==> src/sv/tbo_pkg.sv <==
// Shared types and constants for the tetrahedron/box overlap classifier.
package tbo_pkg;

  localparam int FRAC_BITS = 16;
  localparam int MAX_EDGES = 4;

  // Descriptor layout, by word index
  localparam int W_LOWER = 0;
  localparam int W_UPPER = 3;
  localparam int W_NORM  = 6;
  localparam int W_OFFS  = 18;
  localparam int W_EDGE  = 22;
  localparam int W_COUNT = 58;

  localparam logic CMD_LOAD = 1'b0;
  localparam logic CMD_TEST = 1'b1;

  localparam logic [1:0] REL_DISJOINT = 2'd0;
  localparam logic [1:0] REL_TETRA_IN = 2'd1;
  localparam logic [1:0] REL_BOX_IN   = 2'd2;
  localparam logic [1:0] REL_PARTIAL  = 2'd3;

  typedef enum logic [3:0] {
    OP_NONE, OP_LOW, OP_UPP, OP_PSET, OP_PTERM, OP_PCHK,
    OP_CNT, OP_ESET, OP_ETERM, OP_ECHK
  } op_t;

  typedef struct packed {
    op_t        op;
    logic [1:0] axis;
    logic       far;
  } dp_cmd_t;

  typedef struct packed {
    logic             dis;
    logic             tetra_in;
    logic             held_all;
    logic [2:0][2:0]  cnt;
  } dp_stat_t;

  typedef enum logic [2:0] {
    S_IDLE, S_BND, S_PLN, S_CNT, S_EDG, S_WAIT, S_FIN
  } state_t;

  typedef enum logic [1:0] {
    PH_BND, PH_PLN, PH_CNT, PH_EDG
  } phase_t;

endpackage

==> src/sv/tbo_ctrl.sv <==
// Controller: sequences store reads and datapath operations, holds the result register.
module tbo_ctrl import tbo_pkg::*; #(
  parameter int IW = 6
) (
  input  logic          clk,
  input  logic          rst,
  input  logic          in_valid,
  input  logic          cmd,
  output logic          in_stall,
  output logic          load,
  output logic          capture,
  output logic          out_valid,
  input  logic          out_stall,
  output logic [1:0]    relation,
  output logic [IW-1:0] raddr,
  output dp_cmd_t       dcmd,
  input  dp_stat_t      stat
);

  state_t     state, state_next;
  phase_t     ph, ph_next;
  logic [2:0] stp, stp_next;
  logic [1:0] idx, idx_next;
  logic [2:0] ed, ed_next;
  logic [1:0] wcnt, wcnt_next;
  logic [1:0] res, res_next;
  logic       take;
  logic [1:0] ax_j, ax_k, pax;

  assign in_stall = (state != S_IDLE);
  assign load     = in_valid && !in_stall && (cmd == CMD_LOAD);
  assign capture  = in_valid && !in_stall && (cmd == CMD_TEST);
  assign take     = !out_valid || !out_stall;
  assign pax      = 2'((stp - 3'd1) >> 1);

  always_comb begin
    case (idx)
      2'd0:    begin ax_j = 2'd1; ax_k = 2'd2; end
      2'd1:    begin ax_j = 2'd2; ax_k = 2'd0; end
      default: begin ax_j = 2'd0; ax_k = 2'd1; end
    endcase
  end

  always_ff @(posedge clk) begin
    if (rst) begin
      state <= S_IDLE;
      ph    <= PH_BND;
      stp   <= 3'd0;
      idx   <= 2'd0;
      ed    <= 3'd0;
      wcnt  <= 2'd0;
      res   <= REL_DISJOINT;
    end else begin
      state <= state_next;
      ph    <= ph_next;
      stp   <= stp_next;
      idx   <= idx_next;
      ed    <= ed_next;
      wcnt  <= wcnt_next;
      res   <= res_next;
    end
  end

  always_ff @(posedge clk) begin
    if (rst) begin
      out_valid <= 1'b0;
    end else if (state == S_FIN && take) begin
      out_valid <= 1'b1;
    end else if (!out_stall) begin
      out_valid <= 1'b0;
    end
  end

  always_ff @(posedge clk) begin
    if (state == S_FIN && take) relation <= res;
  end

  always_comb begin
    state_next = state;
    ph_next    = ph;
    stp_next   = stp;
    idx_next   = idx;
    ed_next    = ed;
    wcnt_next  = wcnt;
    res_next   = res;
    raddr      = '0;
    dcmd       = '{op: OP_NONE, axis: 2'd0, far: 1'b0};
    case (state)
      S_IDLE: begin
        if (capture) begin
          state_next = S_BND;
          stp_next   = 3'd0;
        end
      end
      S_BND: begin
        raddr     = IW'(stp);
        dcmd.op   = (stp < 3'd3) ? OP_LOW : OP_UPP;
        dcmd.axis = (stp < 3'd3) ? stp[1:0] : 2'(stp - 3'd3);
        stp_next  = stp + 3'd1;
        if (stp == 3'd5) begin
          state_next = S_WAIT;
          ph_next    = PH_BND;
          wcnt_next  = 2'd0;
        end
      end
      S_PLN: begin
        if (stp == 3'd0) begin
          raddr   = IW'(W_OFFS + int'(idx));
          dcmd.op = OP_PSET;
        end else if (stp == 3'd7) begin
          dcmd.op = OP_PCHK;
        end else begin
          raddr     = IW'(W_NORM + 3 * int'(idx) + int'(pax));
          dcmd.op   = OP_PTERM;
          dcmd.axis = pax;
          dcmd.far  = !stp[0] ? 1'b0 : 1'b1;
        end
        stp_next = stp + 3'd1;
        if (stp == 3'd7) begin
          idx_next = idx + 2'd1;
          if (idx == 2'd3) begin
            state_next = S_WAIT;
            ph_next    = PH_PLN;
            wcnt_next  = 2'd0;
          end
        end
      end
      S_CNT: begin
        raddr     = IW'(W_COUNT + int'(stp));
        dcmd.op   = OP_CNT;
        dcmd.axis = stp[1:0];
        stp_next  = stp + 3'd1;
        if (stp == 3'd2) begin
          state_next = S_WAIT;
          ph_next    = PH_CNT;
          wcnt_next  = 2'd0;
        end
      end
      S_EDG: begin
        if (idx == 2'd3) begin
          state_next = S_WAIT;
          ph_next    = PH_EDG;
          wcnt_next  = 2'd0;
        end else if (ed >= stat.cnt[idx]) begin
          idx_next = idx + 2'd1;
          ed_next  = 3'd0;
          stp_next = 3'd0;
        end else begin
          case (stp)
            3'd0: begin
              raddr   = IW'(W_EDGE + 12 * int'(idx) + 3 * int'(ed) + 2);
              dcmd.op = OP_ESET;
            end
            3'd1: begin
              raddr     = IW'(W_EDGE + 12 * int'(idx) + 3 * int'(ed));
              dcmd.op   = OP_ETERM;
              dcmd.axis = ax_j;
            end
            3'd2: begin
              raddr     = IW'(W_EDGE + 12 * int'(idx) + 3 * int'(ed) + 1);
              dcmd.op   = OP_ETERM;
              dcmd.axis = ax_k;
            end
            default: dcmd.op = OP_ECHK;
          endcase
          stp_next = stp + 3'd1;
          if (stp == 3'd3) begin
            stp_next = 3'd0;
            ed_next  = ed + 3'd1;
          end
        end
      end
      S_WAIT: begin
        wcnt_next = wcnt + 2'd1;
        if (wcnt == 2'd2) begin
          stp_next = 3'd0;
          idx_next = 2'd0;
          ed_next  = 3'd0;
          case (ph)
            PH_BND: begin
              if (stat.dis) begin
                state_next = S_FIN; res_next = REL_DISJOINT;
              end else if (stat.tetra_in) begin
                state_next = S_FIN; res_next = REL_TETRA_IN;
              end else begin
                state_next = S_PLN;
              end
            end
            PH_PLN: begin
              if (stat.dis) begin
                state_next = S_FIN; res_next = REL_DISJOINT;
              end else if (stat.held_all) begin
                state_next = S_FIN; res_next = REL_BOX_IN;
              end else begin
                state_next = S_CNT;
              end
            end
            PH_CNT: state_next = S_EDG;
            default: begin
              state_next = S_FIN;
              res_next   = stat.dis ? REL_DISJOINT : REL_PARTIAL;
            end
          endcase
        end
      end
      S_FIN: begin
        if (take) state_next = S_IDLE;
      end
      default: state_next = S_IDLE;
    endcase
  end

  a_fin_after_drain: assert property (@(posedge clk) disable iff (rst)
    (state != S_FIN && state_next == S_FIN) |-> (state == S_WAIT && wcnt == 2'd2))
    else $error("result decided before pipeline drained");
  a_edge_axis: assert property (@(posedge clk) disable iff (rst)
    (state == S_EDG && dcmd.op != OP_NONE) |-> idx != 2'd3)
    else $error("edge read past last axis");
  a_no_overwrite: assert property (@(posedge clk) disable iff (rst)
    (out_valid && out_stall) |=> $stable(relation))
    else $error("waiting result overwritten");

endmodule

==> config.mk <==
export PLATFORM = sky130hd
export DESIGN_NAME = tbo_ctrl
export DESIGN_NICKNAME = d
export VERILOG_FILES = /design/src/sv/tbo_pkg.sv /design/src/sv/tbo_ctrl.sv
export SDC_FILE = /design/constraint.sdc
export NUM_CORES = 1
export LEC_CHECK = 0
export BUFFER_PORTS_ARGS = -buffer_cell sky130_fd_sc_hd__buf_4
export CAP_MARGIN = 20
export CELL_PAD_IN_SITES_DETAIL_PLACEMENT = 1
export CELL_PAD_IN_SITES_GLOBAL_PLACEMENT = 2
export CORE_AREA = 2 2 93 95
export DETAILED_ROUTE_END_ITERATION = 8
export DIE_AREA = 0 0 95 97
export PLACE_DENSITY_LB_ADDON = 0.1
export SETUP_SLACK_MARGIN = 0.4
export SLEW_MARGIN = 20
export SYNTH_ARGS = -nofsm -noshare
export SYNTH_HDL_FRONTEND = slang
export SYNTH_SLANG_ARGS = --single-unit
==> constraint.sdc <==
create_clock -name clk -period 4.6 [get_ports clk]
set_clock_uncertainty 0.1 [all_clocks]
set_input_delay 0 -clock clk [delete_from_list [all_inputs] [get_ports clk]]
set_output_delay 0 -clock clk [all_outputs]
set_load 0.02 [all_outputs]
==> flow_metrics.py <==
metrics = {
    "status": {
        "status": "complete, no violations",
    },
    "setup_path": {
        "worstSetupEndpointType": "output pin",
        "rr_endpoint": "ed[0]$_SDFFE_PP0P_",
        "ff2ff_setup_slack_ps": 1680,
        "cp_cell_sequence": "inv_1 -> ha_1 -> ha_1 -> ha_1 -> ha_1 -> fa_1 -> a311o_1 -> o21ai_0 -> mux2i_1 -> o21ai_0 -> buf_4",
        "crit_path_start_kind": "flip-flop",
        "r2r_cells": 9,
        "cpMaxStageDelayCell": "dfxtp_1",
        "cp.arrival_ps": 3660,
        "slowest_delay_ps": 640,
        "critPathRequiredTime_ps": 4500,
        "cp_max_fo": 12,
        "critPathMostFrequentCell": "ha_1",
        "r2r-start": "idx[1]$_SDFFE_PP0P_",
        "startpoint": "idx[0]$_SDFFE_PP0P_",
        "critical_path_class": "reg -> out",
    },
    "cts": {
        "cts_resized": 0,
        "cts_hold_buf": 4,
        "cts_inserted_buffers": 3,
        "cts.sinks": 20,
        "cts_tree": "built",
        "clk_latency_ps": 260,
        "clockBufferDepth": 2,
        "htreeDepth": 1,
        "clock_tree.root_cell": "clkbuf_8",
        "path_clk_slew_ps": 80,
        "post_cts_buffers": 0,
    },
    "power": {
        "p_clk_share_pct": 9.2,
        "leakage_nw": 1.15,
        "p_per_area_mw_per_mm2": 460,
        "power.share.combinational_pct": 70.0,
        "seqPwrFrac_pct": 20.8,
        "finalPower_w": 0.00130,
        "vdd.ir_drop.worst_mv": 0.133,
        "internal_power_w": 0.000615,
        "swShare_pct": 52.8,
        "power.net_switching_w": 0.000689,
    },
    "timing": {
        "slew_viol_final": 0,
        "max_slew.worst_pin.slew_ps": 883,
        "timing_hold_violations_final": 0,
        "rsz0062_at_grt": "false",
        "finalCriticalPeriod_ps": 3760,
        "final.setup.worst_slack_ps": 839,
        "setup_violations": 0,
        "max-slew-margin-rel_pct": 41.1,
        "timing.final.crit_share_pct": 81.8,
        "tns_ps": 0,
        "fmax_mhz": 266,
    },
    "floorplan": {
        "die_y_um": 97,
        "core_region_area_sq_mm": 0.00813,
        "die_w_um": 95,
        "dieArea_sq_mm": 0.00922,
        "rows": 33,
        "io_pins": 36,
        "start_util_pct": 29.6,
    },
    "synth": {
        "synth_seq_cells": 20,
        "synth-compound-area-share_pct": 25.5,
        "synth_nets": 365,
        "synth_common_cells": "32 x ha_1, 29 x inv_1, 27 x nor2_1, 26 x a21oi_1, 26 x nand2_1",
        "synth_xor_area_share_pct": 3.28,
        "yosys.area.top_type": "ha_1",
        "syn_inst": 312,
        "ys_seq_area_share_pct": 17.5,
        "netlist_area_sq_mm": 0.00240,
        "synth_edf_count": 2,
        "synth.most_common_cell": "ha_1",
        "synthAdderAreaFrac_pct": 20.0,
        "synthSimpleGateAreaFrac_pct": 22.6,
        "synth.avg_cell_area_sq_um": 7.71,
        "synthMuxAreaShare_pct": 3.75,
        "synth_top_area_share_pct": 16.6,
        "yosysUniqueCellTypes": 62,
        "async_flop_share_pct": 0,
        "synth_top_family_by_area": "compound AO/OA/AOI/OAI gates",
        "yosysWarnings": 0,
        "netlist_top_cells_area": "ha_1 17%, dfxtp_1 15%, a21oi_1 5.4%",
        "yosys_most_used_dff": "dfxtp_1",
    },
    "place": {
        "numPortBuffers": 35,
        "place.gp.congestion": 0.782,
        "dp_hpwl_mm": 6.31,
        "pre_cts_ws_ps": 1120,
    },
    "route": {
        "drt-vias-per-instance": 5.34,
        "ant_nets": 0,
        "wl_per_cell_um": 17.6,
        "drc_errors": 0,
        "firstDrtPassIters": 4,
        "routed_wirelength_mm": 7.91,
        "drt_iter0_drc": 72,
        "num_vias": 2398,
    },
    "global_route": {
        "grt_pass1_wl_mm": 13.0,
        "grt_usage_pct": 17.7,
        "gr-total-overflow": 0,
        "grt_pass1_vias": 2472,
        "antenna_found_initial": 0,
        "grt_max_degree": 30,
    },
    "worst_hold_path": {
        "hp-start": "stat[9]",
        "hold_path_class": "in -> reg",
        "hold_depth": 6,
        "min_to": "state[0]$_SDFFE_PP0P_",
    },
    "cells_and_area": {
        "fillers": 1013,
        "seq_area_sq_um": 420,
        "multi_input_area_sq_mm": 0.00181,
        "area_growth_pct": 18.0,
        "fin_nets": 398,
        "final_layout_size_suffix_gt1_share_pct": 13.1,
        "antennaDiodeCount": 0,
    },
    "job": {
        "drv_cap": 0,
    },
}
[cell families (layout without fill, tap and decap cells)]
kind of cell	count (synthesis)	count (layout)
AO/OA/AOI/OAI	89	89
adder cells (fa/ha/maj)	36	36
AND/OR/NAND/NOR	107	107
flip-flops	20	20
XOR/XNOR	9	9
multiplexers	9	9
buffers and inverters	42	74
[power groups by stage]
stage               Sequential [W]  Combinational [W]  Clock [W]
global placement          0.000275           0.000909          0
CTS                       0.000269           0.000915   0.000127
global route              0.000281            0.00101   0.000132
floorplan                 0.000232           0.000681          0
detailed placement        0.000274           0.000906          0
finish                    0.000271           0.000913   0.000120
[worst max path at each step]
stage,to,slack (ps)
2_1_floorplan,raddr[5],1180
3_3_place_gp,raddr[5],1210
3_5_place_dp,raddr[5],1120
4_1_cts,raddr[5],820
5_1_grt,raddr[5],650
6_report,raddr[5],840
[worst max-delay path, delay by kind of cell (launching register included)]
| family | cells | cell delay [ps] |
|---|---|---|
| multiplexers | 1 | 100 |
| adder cells (fa/ha/maj) | 5 | 1670 |
| flip-flops | 1 | 640 |
| AO/OA/AOI/OAI | 3 | 540 |
| buffers and inverters | 2 | 450 |
[through the flow]
stage | cells | hold slack (ps) | util [%] | instance area, sq um
6_report | 449 | 165 | 34.9 | 2840
5_1_grt | 449 | 194 | 34.9 | 2840
4_1_cts | 449 | 167 | 34.8 | 2830
3_5_place_dp | 441 | 180 | 33.8 | 2750
3_3_place_gp | 441 | 180 | 33.8 | 2750
2_1_floorplan | 312 | -20.2 | - | 2400
[metal layers]
layer | global-route usage (%) | vias up | wire, um | part of all wire, %
met4 | 3.57 | 0 | 99 | 1.3
met1 | 25.4 | 1175 | 4010 | 51
met5 | 0 | - | 0 | 0
met3 | 1.64 | 8 | 162 | 2.0
met2 | 28.6 | 28 | 3640 | 46
li1 | - | 1187 | - | -
[state kept, by name, summed over array words and instances (netlist names)]
register	count
idx	2
wcnt	2
relation	2
res	2
ph	2
stp	3
ed	3
state	3
out_valid	1
[layout by cell type (no fill, tap or decap), types with 3 or more instances in the layout]
cell type and n:
buf_4 37, ha_1 32, inv_1 29, nor2_1 27
nand2_1 26, a21oi_1 26, dfxtp_1 18, o21ai_0 14
mux2i_1 9, nor2b_1 8, nor3_1 7, xnor2_1 7
nand2b_1 7, or3_1 7, and3_1 5, a31oi_1 4
nand3b_1 4, fa_1 4, dlygate4sd3_1 4, o211ai_1 3
a22oi_1 3, o22ai_1 3, a211oi_1 3, a211o_1 3
o221ai_1 3, nand3_1 3, clkbuf_8 3
[final cells by class]
type | count | area share (%)
Clock buffer | 3 | 1.46
Clock inverter | 1 | 0.132
Multi-Input combinational cell | 250 | 63.9
Inverter | 29 | 3.84
Timing Repair Buffer | 41 | 11.2
Sequential cell | 20 | 14.8
Tap cell | 105 | 4.63
No activity file was read; power rests on OpenSTA's default activity.
